--- src/sv/u8u16_pkg.sv ---
// ----------------------------------------------------------------------------
// u8u16_pkg
// Shared types, constants and helpers for the UTF-8 to UTF-16 transcoder.
// ----------------------------------------------------------------------------
package u8u16_pkg;

    // Field widths
    localparam int BYTE_W   = 8;
    localparam int UNIT_W   = 16;
    localparam int CP_W     = 21;
    localparam int SUM_W    = 32;
    localparam int TRAIL_W  = 3;
    localparam int CFG_IDX_W = 1;
    localparam int CFG_DAT_W = 21;

    // Configuration register indexes
    localparam logic [CFG_IDX_W-1:0] CFG_DECODE_REPL = 1'd0;
    localparam logic [CFG_IDX_W-1:0] CFG_ENCODE_REPL = 1'd1;

    // Codepoint limits and surrogate constants
    localparam logic [SUM_W-1:0]  CP_MAX       = 32'h0010_FFFF;
    localparam logic [SUM_W-1:0]  BMP_MAX      = 32'h0000_FFFF;
    localparam logic [SUM_W-1:0]  SURR_LO      = 32'h0000_D800;
    localparam logic [SUM_W-1:0]  SURR_HI      = 32'h0000_DFFF;
    // High surrogate is D800 plus (cp - 10000) >> 10, i.e. D7C0 plus cp[20:10].
    localparam logic [UNIT_W-1:0] HI_SURR_BASE = 16'hD7C0;
    localparam logic [UNIT_W-1:0] LO_SURR_BASE = 16'hDC00;

    // Input request: one byte of the stream
    typedef struct packed {
        logic [BYTE_W-1:0] in_byte;
        logic              in_final;
    } t_in_item;

    // Output request: one UTF-16 code unit
    typedef struct packed {
        logic [UNIT_W-1:0] out_unit;
        logic              out_run_end;
    } t_out_item;

    // Work handed from the front part to the back part: a raw sum and the
    // trailing count that selects the offset to subtract.
    typedef struct packed {
        logic [SUM_W-1:0]   sum;
        logic [TRAIL_W-1:0] trail;
    } t_job;

    // Queue head as seen by the back part
    typedef struct packed {
        logic valid;
        t_job job;
    } t_queue_head;

    // Number of trailing bytes announced by a lead byte (lenient table).
    function automatic logic [TRAIL_W-1:0] trail_of(input logic [BYTE_W-1:0] b);
        logic [TRAIL_W-1:0] t;
        begin
            unique casez (b)
                8'b0???_????, 8'b10??_????: t = 3'd0;
                8'b110?_????:               t = 3'd1;
                8'b1110_????:               t = 3'd2;
                8'b1111_0???:               t = 3'd3;
                8'b1111_10??:               t = 3'd4;
                default:                    t = 3'd5;
            endcase
            return t;
        end
    endfunction

    // Offset removed from the shifted sum of a sequence; the count wraps at six.
    function automatic logic [SUM_W-1:0] seq_offset(input logic [TRAIL_W-1:0] t);
        logic [SUM_W-1:0] o;
        begin
            case (t)
                3'd1:    o = 32'h0000_3080;
                3'd2:    o = 32'h000E_2080;
                3'd3:    o = 32'h03C8_2080;
                3'd4:    o = 32'hFA08_2080;
                3'd5:    o = 32'h8208_2080;
                3'd7:    o = 32'h0000_3080;
                default: o = 32'h0000_0000;
            endcase
            return o;
        end
    endfunction

endpackage

--- src/sv/utf8_to_utf16_transcoder_unit.sv ---
// A completing byte's job is written into the job queue as the byte is accepted,
// and its first unit is then loaded from the queue head into the output register.
// Throughput: one byte per cycle while o_stall is low; a surrogate pair holds the output
// register for both its units, which the two-slot job queue absorbs for one following byte.
// Reset: synchronous, active low; clears the open sequence, the queue, the
// output register's valid flag and both configuration registers.
// ----------------------------------------------------------------------------
// utf8_to_utf16_transcoder_unit
// Top level: configuration registers, front decoder, job queue and emitter.
// ----------------------------------------------------------------------------
module utf8_to_utf16_transcoder_unit (
    input  logic                                i_clk,
    input  logic                                i_rst_n,
    input  logic                                i_valid,
    output logic                                o_stall,
    input  u8u16_pkg::t_in_item                 i_in,
    output logic                                o_valid,
    input  logic                                i_stall,
    output u8u16_pkg::t_out_item                o_out,
    input  logic                                i_cfg_valid,
    output logic                                o_cfg_ready,
    input  logic [u8u16_pkg::CFG_IDX_W-1:0]     i_cfg_index,
    input  logic [u8u16_pkg::CFG_DAT_W-1:0]     i_cfg_data
);

    logic [u8u16_pkg::CP_W-1:0]   r_decode_repl;
    logic [u8u16_pkg::UNIT_W-1:0] r_encode_repl;

    logic                   in_accept;
    logic                   push;
    u8u16_pkg::t_job        job;
    logic                   pop;
    logic                   full;
    u8u16_pkg::t_queue_head head;

    assign o_cfg_ready = 1'b1;
    assign o_stall     = full;
    assign in_accept   = i_valid && !full;

    // Configuration registers.
    always_ff @(posedge i_clk) begin
        if (!i_rst_n) begin
            r_decode_repl <= '0;
            r_encode_repl <= '0;
        end else if (i_cfg_valid) begin
            case (i_cfg_index)
                u8u16_pkg::CFG_DECODE_REPL: r_decode_repl <= i_cfg_data;
                u8u16_pkg::CFG_ENCODE_REPL: r_encode_repl <= i_cfg_data[15:0];
                default: ;
            endcase
        end
    end

    u8u16_front u_front (
        .i_clk         (i_clk),
        .i_rst_n       (i_rst_n),
        .i_accept      (in_accept),
        .i_item        (i_in),
        .i_decode_repl (r_decode_repl),
        .o_push        (push),
        .o_job         (job)
    );

    u8u16_queue u_queue (
        .i_clk   (i_clk),
        .i_rst_n (i_rst_n),
        .i_push  (push),
        .i_job   (job),
        .i_pop   (pop),
        .o_full  (full),
        .o_head  (head)
    );

    u8u16_back u_back (
        .i_clk         (i_clk),
        .i_rst_n       (i_rst_n),
        .i_head        (head),
        .i_encode_repl (r_encode_repl),
        .i_stall       (i_stall),
        .o_pop         (pop),
        .o_valid       (o_valid),
        .o_item        (o_out)
    );

endmodule

--- src/sv/u8u16_front.sv ---
// ----------------------------------------------------------------------------
// u8u16_front
// Accepts stream bytes, tracks the open sequence and hands finished
// codepoint sums, or the decode replacement, to the job queue.
// ----------------------------------------------------------------------------
module u8u16_front (
    input  logic                                   i_clk,
    input  logic                                   i_rst_n,
    input  logic                                   i_accept,
    input  u8u16_pkg::t_in_item                    i_item,
    input  logic [u8u16_pkg::CP_W-1:0]             i_decode_repl,
    output logic                                   o_push,
    output u8u16_pkg::t_job                        o_job
);

    logic [u8u16_pkg::SUM_W-1:0]   r_acc,    n_acc;
    logic [u8u16_pkg::TRAIL_W-1:0] r_remain, n_remain;
    logic [u8u16_pkg::TRAIL_W-1:0] r_trail,  n_trail;

    logic [u8u16_pkg::TRAIL_W-1:0] lead_trail;
    logic [u8u16_pkg::SUM_W-1:0]   shifted_sum;
    logic [u8u16_pkg::TRAIL_W-1:0] remain_dec;
    logic [u8u16_pkg::SUM_W-1:0]   byte_ext;
    logic [u8u16_pkg::SUM_W-1:0]   repl_ext;

    assign byte_ext    = {{(u8u16_pkg::SUM_W-u8u16_pkg::BYTE_W){1'b0}}, i_item.in_byte};
    assign repl_ext    = {{(u8u16_pkg::SUM_W-u8u16_pkg::CP_W){1'b0}}, i_decode_repl};
    assign lead_trail  = u8u16_pkg::trail_of(i_item.in_byte);
    assign shifted_sum = {r_acc[u8u16_pkg::SUM_W-7:0], 6'b0} + byte_ext;
    assign remain_dec  = r_remain - 3'd1;

    // Sequence tracking and job generation for each accepted request.
    always_comb begin
        n_acc    = r_acc;
        n_remain = r_remain;
        n_trail  = r_trail;
        o_push   = 1'b0;
        o_job    = '{sum: byte_ext, trail: '0};
        if (i_accept) begin
            if (r_remain == '0) begin
                if (lead_trail == '0) begin
                    // Single byte, including a lone continuation byte.
                    o_push = 1'b1;
                    o_job  = '{sum: byte_ext, trail: '0};
                end else if (i_item.in_final) begin
                    // Stream ends on a multi-byte lead.
                    o_push = 1'b1;
                    o_job  = '{sum: repl_ext, trail: '0};
                end else begin
                    n_acc    = byte_ext;
                    n_remain = lead_trail;
                    n_trail  = lead_trail;
                end
            end else begin
                if (remain_dec == '0) begin
                    o_push   = 1'b1;
                    o_job    = '{sum: shifted_sum, trail: r_trail};
                    n_acc    = '0;
                    n_remain = '0;
                    n_trail  = '0;
                end else if (i_item.in_final) begin
                    // Stream ends inside a sequence.
                    o_push   = 1'b1;
                    o_job    = '{sum: repl_ext, trail: '0};
                    n_acc    = '0;
                    n_remain = '0;
                    n_trail  = '0;
                end else begin
                    n_acc    = shifted_sum;
                    n_remain = remain_dec;
                end
            end
        end
    end

    // State registers.
    always_ff @(posedge i_clk) begin
        if (!i_rst_n) begin
            r_acc    <= '0;
            r_remain <= '0;
            r_trail  <= '0;
        end else begin
            r_acc    <= n_acc;
            r_remain <= n_remain;
            r_trail  <= n_trail;
        end
    end

endmodule

--- src/sv/u8u16_queue.sv ---
// ----------------------------------------------------------------------------
// u8u16_queue
// Two-slot job queue that decouples the front part from the back part.
// ----------------------------------------------------------------------------
module u8u16_queue (
    input  logic                   i_clk,
    input  logic                   i_rst_n,
    input  logic                   i_push,
    input  u8u16_pkg::t_job        i_job,
    input  logic                   i_pop,
    output logic                   o_full,
    output u8u16_pkg::t_queue_head o_head
);

    u8u16_pkg::t_job r_slot0, r_slot1;
    logic            r_wr_ptr, r_rd_ptr;
    logic [1:0]      r_count;

    assign o_full       = (r_count == 2'd2);
    assign o_head.valid = (r_count != 2'd0);
    assign o_head.job   = r_rd_ptr ? r_slot1 : r_slot0;

    // Slot storage.
    always_ff @(posedge i_clk) begin
        if (i_push && !r_wr_ptr) begin
            r_slot0 <= i_job;
        end
        if (i_push && r_wr_ptr) begin
            r_slot1 <= i_job;
        end
    end

    // Pointers and fill count.
    always_ff @(posedge i_clk) begin
        if (!i_rst_n) begin
            r_wr_ptr <= 1'b0;
            r_rd_ptr <= 1'b0;
            r_count  <= 2'd0;
        end else begin
            if (i_push) begin
                r_wr_ptr <= ~r_wr_ptr;
            end
            if (i_pop) begin
                r_rd_ptr <= ~r_rd_ptr;
            end
            case ({i_push, i_pop})
                2'b10:   r_count <= r_count + 2'd1;
                2'b01:   r_count <= r_count - 2'd1;
                default: r_count <= r_count;
            endcase
        end
    end

endmodule

--- src/sv/u8u16_back.sv ---
// ----------------------------------------------------------------------------
// u8u16_back
// Removes the sequence offset, classifies the codepoint and emits one unit,
// a surrogate pair or, when it is nonzero, the encode replacement through an output register.
// ----------------------------------------------------------------------------
module u8u16_back (
    input  logic                             i_clk,
    input  logic                             i_rst_n,
    input  u8u16_pkg::t_queue_head           i_head,
    input  logic [u8u16_pkg::UNIT_W-1:0]     i_encode_repl,
    input  logic                             i_stall,
    output logic                             o_pop,
    output logic                             o_valid,
    output u8u16_pkg::t_out_item             o_item
);

    logic                            r_out_valid, n_out_valid;
    u8u16_pkg::t_out_item            r_out,       n_out;
    logic                            r_pend,      n_pend;
    logic [u8u16_pkg::UNIT_W-1:0]    r_pend_unit, n_pend_unit;

    logic                            load;
    logic [u8u16_pkg::SUM_W-1:0]     cp;
    logic                            is_single;
    logic                            is_pair;
    logic [u8u16_pkg::UNIT_W-1:0]    hi_unit;
    logic [u8u16_pkg::UNIT_W-1:0]    lo_unit;

    assign o_valid = r_out_valid;
    assign o_item  = r_out;
    assign load    = !r_out_valid || !i_stall;
    assign o_pop   = load && !r_pend && i_head.valid;

    // Codepoint and its class.
    assign cp        = i_head.job.sum - u8u16_pkg::seq_offset(i_head.job.trail);
    assign is_single = (cp <= u8u16_pkg::BMP_MAX)
                       && ((cp < u8u16_pkg::SURR_LO) || (cp > u8u16_pkg::SURR_HI));
    assign is_pair   = (cp > u8u16_pkg::BMP_MAX) && (cp <= u8u16_pkg::CP_MAX);
    assign hi_unit   = u8u16_pkg::HI_SURR_BASE + {5'b0, cp[20:10]};
    assign lo_unit   = u8u16_pkg::LO_SURR_BASE | {6'b0, cp[9:0]};

    // Output register loading: a waiting low surrogate goes first.
    always_comb begin
        n_out_valid = r_out_valid;
        n_out       = r_out;
        n_pend      = r_pend;
        n_pend_unit = r_pend_unit;
        if (load) begin
            n_out_valid = 1'b0;
            if (r_pend) begin
                n_out_valid = 1'b1;
                n_out       = '{out_unit: r_pend_unit, out_run_end: 1'b1};
                n_pend      = 1'b0;
            end else if (i_head.valid) begin
                if (is_single) begin
                    n_out_valid = 1'b1;
                    n_out       = '{out_unit: cp[15:0], out_run_end: 1'b1};
                end else if (is_pair) begin
                    n_out_valid = 1'b1;
                    n_out       = '{out_unit: hi_unit, out_run_end: 1'b0};
                    n_pend      = 1'b1;
                    n_pend_unit = lo_unit;
                end else if (i_encode_repl != '0) begin
                    n_out_valid = 1'b1;
                    n_out       = '{out_unit: i_encode_repl, out_run_end: 1'b1};
                end
            end
        end
    end

    // Control registers.
    always_ff @(posedge i_clk) begin
        if (!i_rst_n) begin
            r_out_valid <= 1'b0;
            r_pend      <= 1'b0;
        end else begin
            r_out_valid <= n_out_valid;
            r_pend      <= n_pend;
        end
    end

    // Payload registers.
    always_ff @(posedge i_clk) begin
        r_out       <= n_out;
        r_pend_unit <= n_pend_unit;
    end

endmodule

--- config.mk ---
export PLATFORM = sky130hd
export DESIGN_NAME = utf8_to_utf16_transcoder_unit
export DESIGN_NICKNAME = d
export VERILOG_FILES = /design/src/sv/u8u16_pkg.sv /design/src/sv/utf8_to_utf16_transcoder_unit.sv /design/src/sv/u8u16_front.sv /design/src/sv/u8u16_queue.sv /design/src/sv/u8u16_back.sv
export SDC_FILE = /design/constraint.sdc
export NUM_CORES = 1
export LEC_CHECK = 0
export BUFFER_PORTS_ARGS = -buffer_cell sky130_fd_sc_hd__buf_2
export CAP_MARGIN = 25
export CORE_MARGIN = 4
export CORE_UTILIZATION = 35
export DETAILED_ROUTE_END_ITERATION = 10
export GPL_TIMING_DRIVEN = 0
export PLACE_DENSITY_LB_ADDON = 0.3
export RECOVER_POWER = 25
export SYNTH_ARGS = -nofsm -noshare
export SYNTH_HDL_FRONTEND = slang
export SYNTH_HIERARCHICAL = 1
export SYNTH_SLANG_ARGS = --single-unit
--- constraint.sdc ---
create_clock -name i_clk -period 10.7 [get_ports i_clk]
set_input_delay 3.21 -clock i_clk [delete_from_list [all_inputs] [get_ports i_clk]]
set_output_delay 3.21 -clock i_clk [all_outputs]
set_load 0.005 [all_outputs]
After elaboration in Yosys (flattened, before gate mapping) --
Index checks and enable logic that the tools add are counted.
Storage, ports and cells: logic and storage cells 123, output and inout port bits 20, bits of input ports 36, bits in registers 172
Operators by class: add/sub/neg operators 6, equality and inequality tests 16, muxes and demuxes 41, bitwise logic cells 6, reductions and logical operators 31, magnitude comparators 5
Operators by type and width (count):
- two-way mux 35 bit | 5
- one-hot mux 32 bit (5 select lines) | 1
- two-way mux 26 bit | 5
- two-way mux 17 bit | 4
- > comparator 32 x 16 -> 1 bit, second input constant | 2
- adder 32 x 8 -> 32 bit | 1
- <= comparator 32 x 16 -> 1 bit, second input constant | 1
- <= comparator 32 x 21 -> 1 bit, second input constant | 1
- < comparator 32 x 16 -> 1 bit, second input constant | 1
- subtractor 32 bit | 1
- two-way mux 24 bit | 1
- two-way mux 3 bit | 8
- adder 15 x 12 -> 16 bit, first input constant | 1
- nonzero test 16 bit | 1
- one-hot mux 3 bit (5 select lines) | 1
- two-way mux 1 bit | 14
- == test 3 bit, second input constant | 4
- two-way mux 11 bit | 1
- logical NOT 3 bit | 3
- logical AND 1 bit | 7
- == test 2 bit, second input constant | 3
- == test 3 x 2 -> 1 bit, second input constant | 2
- == test 6 bit, second input constant | 1
- inverter 1 bit | 6
- 19 further kinds | 30

Depth between registers and ports, before layout --
depth in word-level cells 11, mapped depth 20, mapped depth without buffers 17

Modules after synthesis --
Netlist, hierarchy kept.
Modules (own cells, without submodules):
- u8u16_back | times used 1, cells each 354, area an instance 3017.9 µm², seq. area each 850.8 µm²
- u8u16_queue | times used 1, cells each 129, area an instance 2708.8 µm², seq. area each 2182.1 µm²
- u8u16_front | times used 1, cells each 294, area an instance 2303.5 µm², seq. area each 640.6 µm²
- utf8_to_utf16_transcoder_unit | times used 1, cells each 148, area an instance 1452.6 µm², seq. area each 740.7 µm²

Worst setup path after synthesis --
Ideal clock, no wire load.
path type input -> register, start input i_valid, end register u_queue/r_slot0[0] (netlist name) (enable), required time 10271 ps, path slack 4804 ps, path buffers 1, setup time 429 ps, stages 5, arrival time 5467 ps, cells stage by stage nor2b_1 > clkbuf_1 > and2_1 > inv_1 > nor2_1
On the way: cells in the longest elaborated chain, start to end 3
RTL lines:
- start, declared | RTL line utf8_to_utf16_transcoder_unit.sv:14 | input logic i_valid,
- logical AND 1 bit | RTL line utf8_to_utf16_transcoder_unit.sv:38 | assign in_accept = i_valid && !full;
- two-way mux 1 bit | RTL line u8u16_front.sv:39 | if (i_accept) begin
- net push | RTL line utf8_to_utf16_transcoder_unit.sv:30 | logic push;
- logical AND 1 bit | RTL line u8u16_queue.sv:25 | if (i_push && !r_wr_ptr) begin
- end signal, assigned | RTL line u8u16_queue.sv:26 | r_slot0 <= i_job;
- end, declared | RTL line u8u16_queue.sv:15 | u8u16_pkg::t_job r_slot0, r_slot1;
The timed path passes the listed nets, and every way through them passes these cells. A chain may end at the register's enable or synchronous reset.

==> impl_metrics.ini <==
[placed_design]
hpwl_mm = 18.1
place_ws_ns = 4.41
postPlaceCellArea_um2 = 10200
io_buffers = 54
gp_congestion = 0.884
dp.cells = 1315

[setup_path]
crit_start = u_queue/r_rd_ptr
worstSetupStartpointType = register
crit_path_end_kind = register
path_class = reg -> reg
worstReg2RegStart = u_queue/r_rd_ptr
crit_required_ns = 10.76
critPathArrivalTime_ns = 6.79
crit_path_max_fanout = 17

[logic_synthesis]
ys_seq_area_share_pct = 46.5
async_flop_share_pct = 0
synth-edff-count = 97
netlist_top_cells_area = edfxtp_1, dfxtp_1, nand2_1
syn_inst = 925
synth_top_area_share_pct = 30.7
synth.avg_cell_area_um2 = 10.3
netlist_area_um2 = 9480
yosysUniqueCellTypes = 87
synth_top_family_by_area = simple AND/OR/NAND/NOR gates
muxShareOfSynthArea_pct = 9.59
syn_nets = 986
synth_simple_gate_area_share_pct = 18.3
ys_ff_latch = 172
synth_compound_area_share_pct = 14.4
synth_flop_cell = edfxtp_1
synthAdderAreaFrac_pct = 3.38
synth-xor-area-share_pct = 4.25
yosys_warnings = 6
yosys.area.top_type = edfxtp_1

[finish]
final_cell_mix = nand2_1, edfxtp_1, dfxtp_1, buf_2, o21ai_0
drive_above_1_share_pct = 14.8
n_antenna_cell = 0
instances_no_fill = 1347
final_nets = 1060
final_common_cell = nand2_1
fin_area_um2 = 10800
fin_util_pct = 40.9
syn2layout_area_growth_pct = 13.5

[floorplan]
dieHeight_um = 173
num_io_pins = 56
dieArea_um2 = 29800
die_w_um = 173
start_util_pct = 36.0
core_area_um2 = 26400
rows = 59

[clocking]
clock-sinks = 172
cts_tree = done
cts_setup_buffers = 0
numCtsBuffers = 17
clock-root-buffer = clkbuf_16
clk_latency_ns = 0.43
path_clk_slew_ns = 0.07
cts_hold_buf = 0
clock_path_buffers = 2
htree_num_levels = 4
cts_resized = 0

[worst_hold_path]
holdCritStartpoint = r_decode_repl[13]
hp-class = reg -> reg

[global_route]
grt_pass1_vias = 7078
track_usage_pct = 16.0
grt_pass1_wl_mm = 38.6
grt_max_degree = 36
grt_antenna_before_repair = 0
overflow = 0

[pwr]
power_density_nw_per_um2 = 248
p_leak_nw = 3.88
ir_worst_vdd_mv = 0.132
finalPower_mw = 2.67

[detailed_routing]
ant_nets = 0
wl_per_cell_um = 17.7
finalWirelength_mm = 23.8
first_pass_iters = 5
drcViolationCount = 0
routed_via_density = 5.47
dr.first_iter.drc_count = 646
num_vias = 7366

[sta]
slew_headroom_pct = 41.6
period_share_pct = 63.0
clock_skew_ns = 0.0147
worstMarginPinSlew_ns = 0.872
fin_ws_ns = 3.96
fin_crit_ns = 6.74
rsz0062_at_grt = no
clock.fmax_mhz = 148
whs_ns = 0.463
slew_viol_final = 0
hold_viol = 0
finalSetupViolCount = 0
fin_tns_setup_ns = 0

[status]
status = finished, final reports clean

[run]
drv_cap = 0
==> cells in the mapped netlist, types with 5 or more instances <==
| library cell | instances |
|---|---|
| o211ai_1 | 5 |
| xnor2_1 | 19 |
| nand3_1 | 31 |
| a211oi_1 | 10 |
| ha_1 | 24 |
| mux2_2 | 35 |
| clkbuf_1 | 23 |
| dfxtp_1 | 75 |
| nand2_1 | 118 |
| and2_1 | 14 |
| a21oi_1 | 33 |
| nor3_1 | 21 |
| or3_1 | 7 |
| a21boi_0 | 6 |
| nor2_1 | 48 |
| buf_2 | 15 |
| mux2_4 | 7 |
| o31ai_1 | 5 |
| o21ai_1 | 5 |
| buf_6 | 5 |
| inv_1 | 19 |
| o21ai_0 | 48 |
| nor4_1 | 15 |
| mux2i_1 | 41 |
| a22oi_1 | 7 |
| a22o_1 | 7 |
| xor2_1 | 27 |
| edfxtp_1 | 97 |
| and3_1 | 14 |
| nand4_1 | 11 |
| nor2b_1 | 16 |
| o21a_1 | 7 |
| nand2b_1 | 9 |
==> power breakdown <==
group / internal (mW) / switching (mW) / leakage (nW)
logic: 0.446 / 0.769 / 2.06
clock network: 0.351 / 0.271 / 0.287
registers: 0.803 / 0.0350 / 1.53
total: 1.60 / 1.07 / 3.88
==> state kept, by name (all words and copies together) (netlist names) <==
register / flops
r_decode_repl: 21
u_front/r_remain: 3
u_queue/r_slot0: 35
u_back/o_item: 17
r_encode_repl: 16
u_back/r_pend: 1
u_front/r_acc: 26
u_queue/r_rd_ptr: 1
u_front/r_trail: 3
u_queue/r_wr_ptr: 1
u_queue/r_slot1: 35
u_back/o_valid: 1
u_back/r_pend_unit: 10
u_queue/r_count: 2
==> critical path: stages, from the launching register on <==
cell and delay [ns]:
dfxtp_1 0.31, clkbuf_1 0.43, clkbuf_1 0.54, mux2_2 0.44
or3_1 0.40, ha_1 0.29, clkbuf_1 0.30, nand3_1 0.28
a2111oi_0 0.78, o31ai_1 0.25, o211ai_1 0.24, nor4bb_1 0.32
and4b_1 0.29, a21boi_0 0.55, o31ai_1 0.23, a21boi_2 0.71
==> final cells by class <==
class                   count  area (um2)
fillers                  2522       15600
multi-input cells         687        4750
flip-flops and latches    172        4410
clock buffers              19         433
well taps                 335         419
repair buffers             55         275
plain buffers              47         248
clock inverters            13         156
inverters                  19        71.3
==> path summary, 6_finish.rpt <==
kind / end / slack (ns) / cells past startpoint
worst min register to register: r_decode_repl[13] / 0.46 / 2
worst min-delay path: r_decode_repl[13] / 0.46 / 2
worst max register to register: u_back/o_item[3] / 3.96 / 15
worst max-delay path: u_back/o_item[3] / 3.96 / 15
==> routing by layer <==
metal  vias to the layer above  track usage [%]  part of all wire [%]  routed length [um]
met5                         -                0                     0                   0
met4                         0             5.72                   2.7                 646
met3                        42             2.40                   5.0                1190
met2                       208             25.2                    46               11000
met1                      3524             22.4                    46               11000
li1                       3592                -                     -                   -
==> cells by family after synthesis <==
group | after synthesis
fa+ha+maj | 25
xor+xnor | 46
other cells | 1
simple gates | 336
buf+inv | 66
compound gates | 196
mux | 83
flops | 172
(Power assumes the default switching activity.)
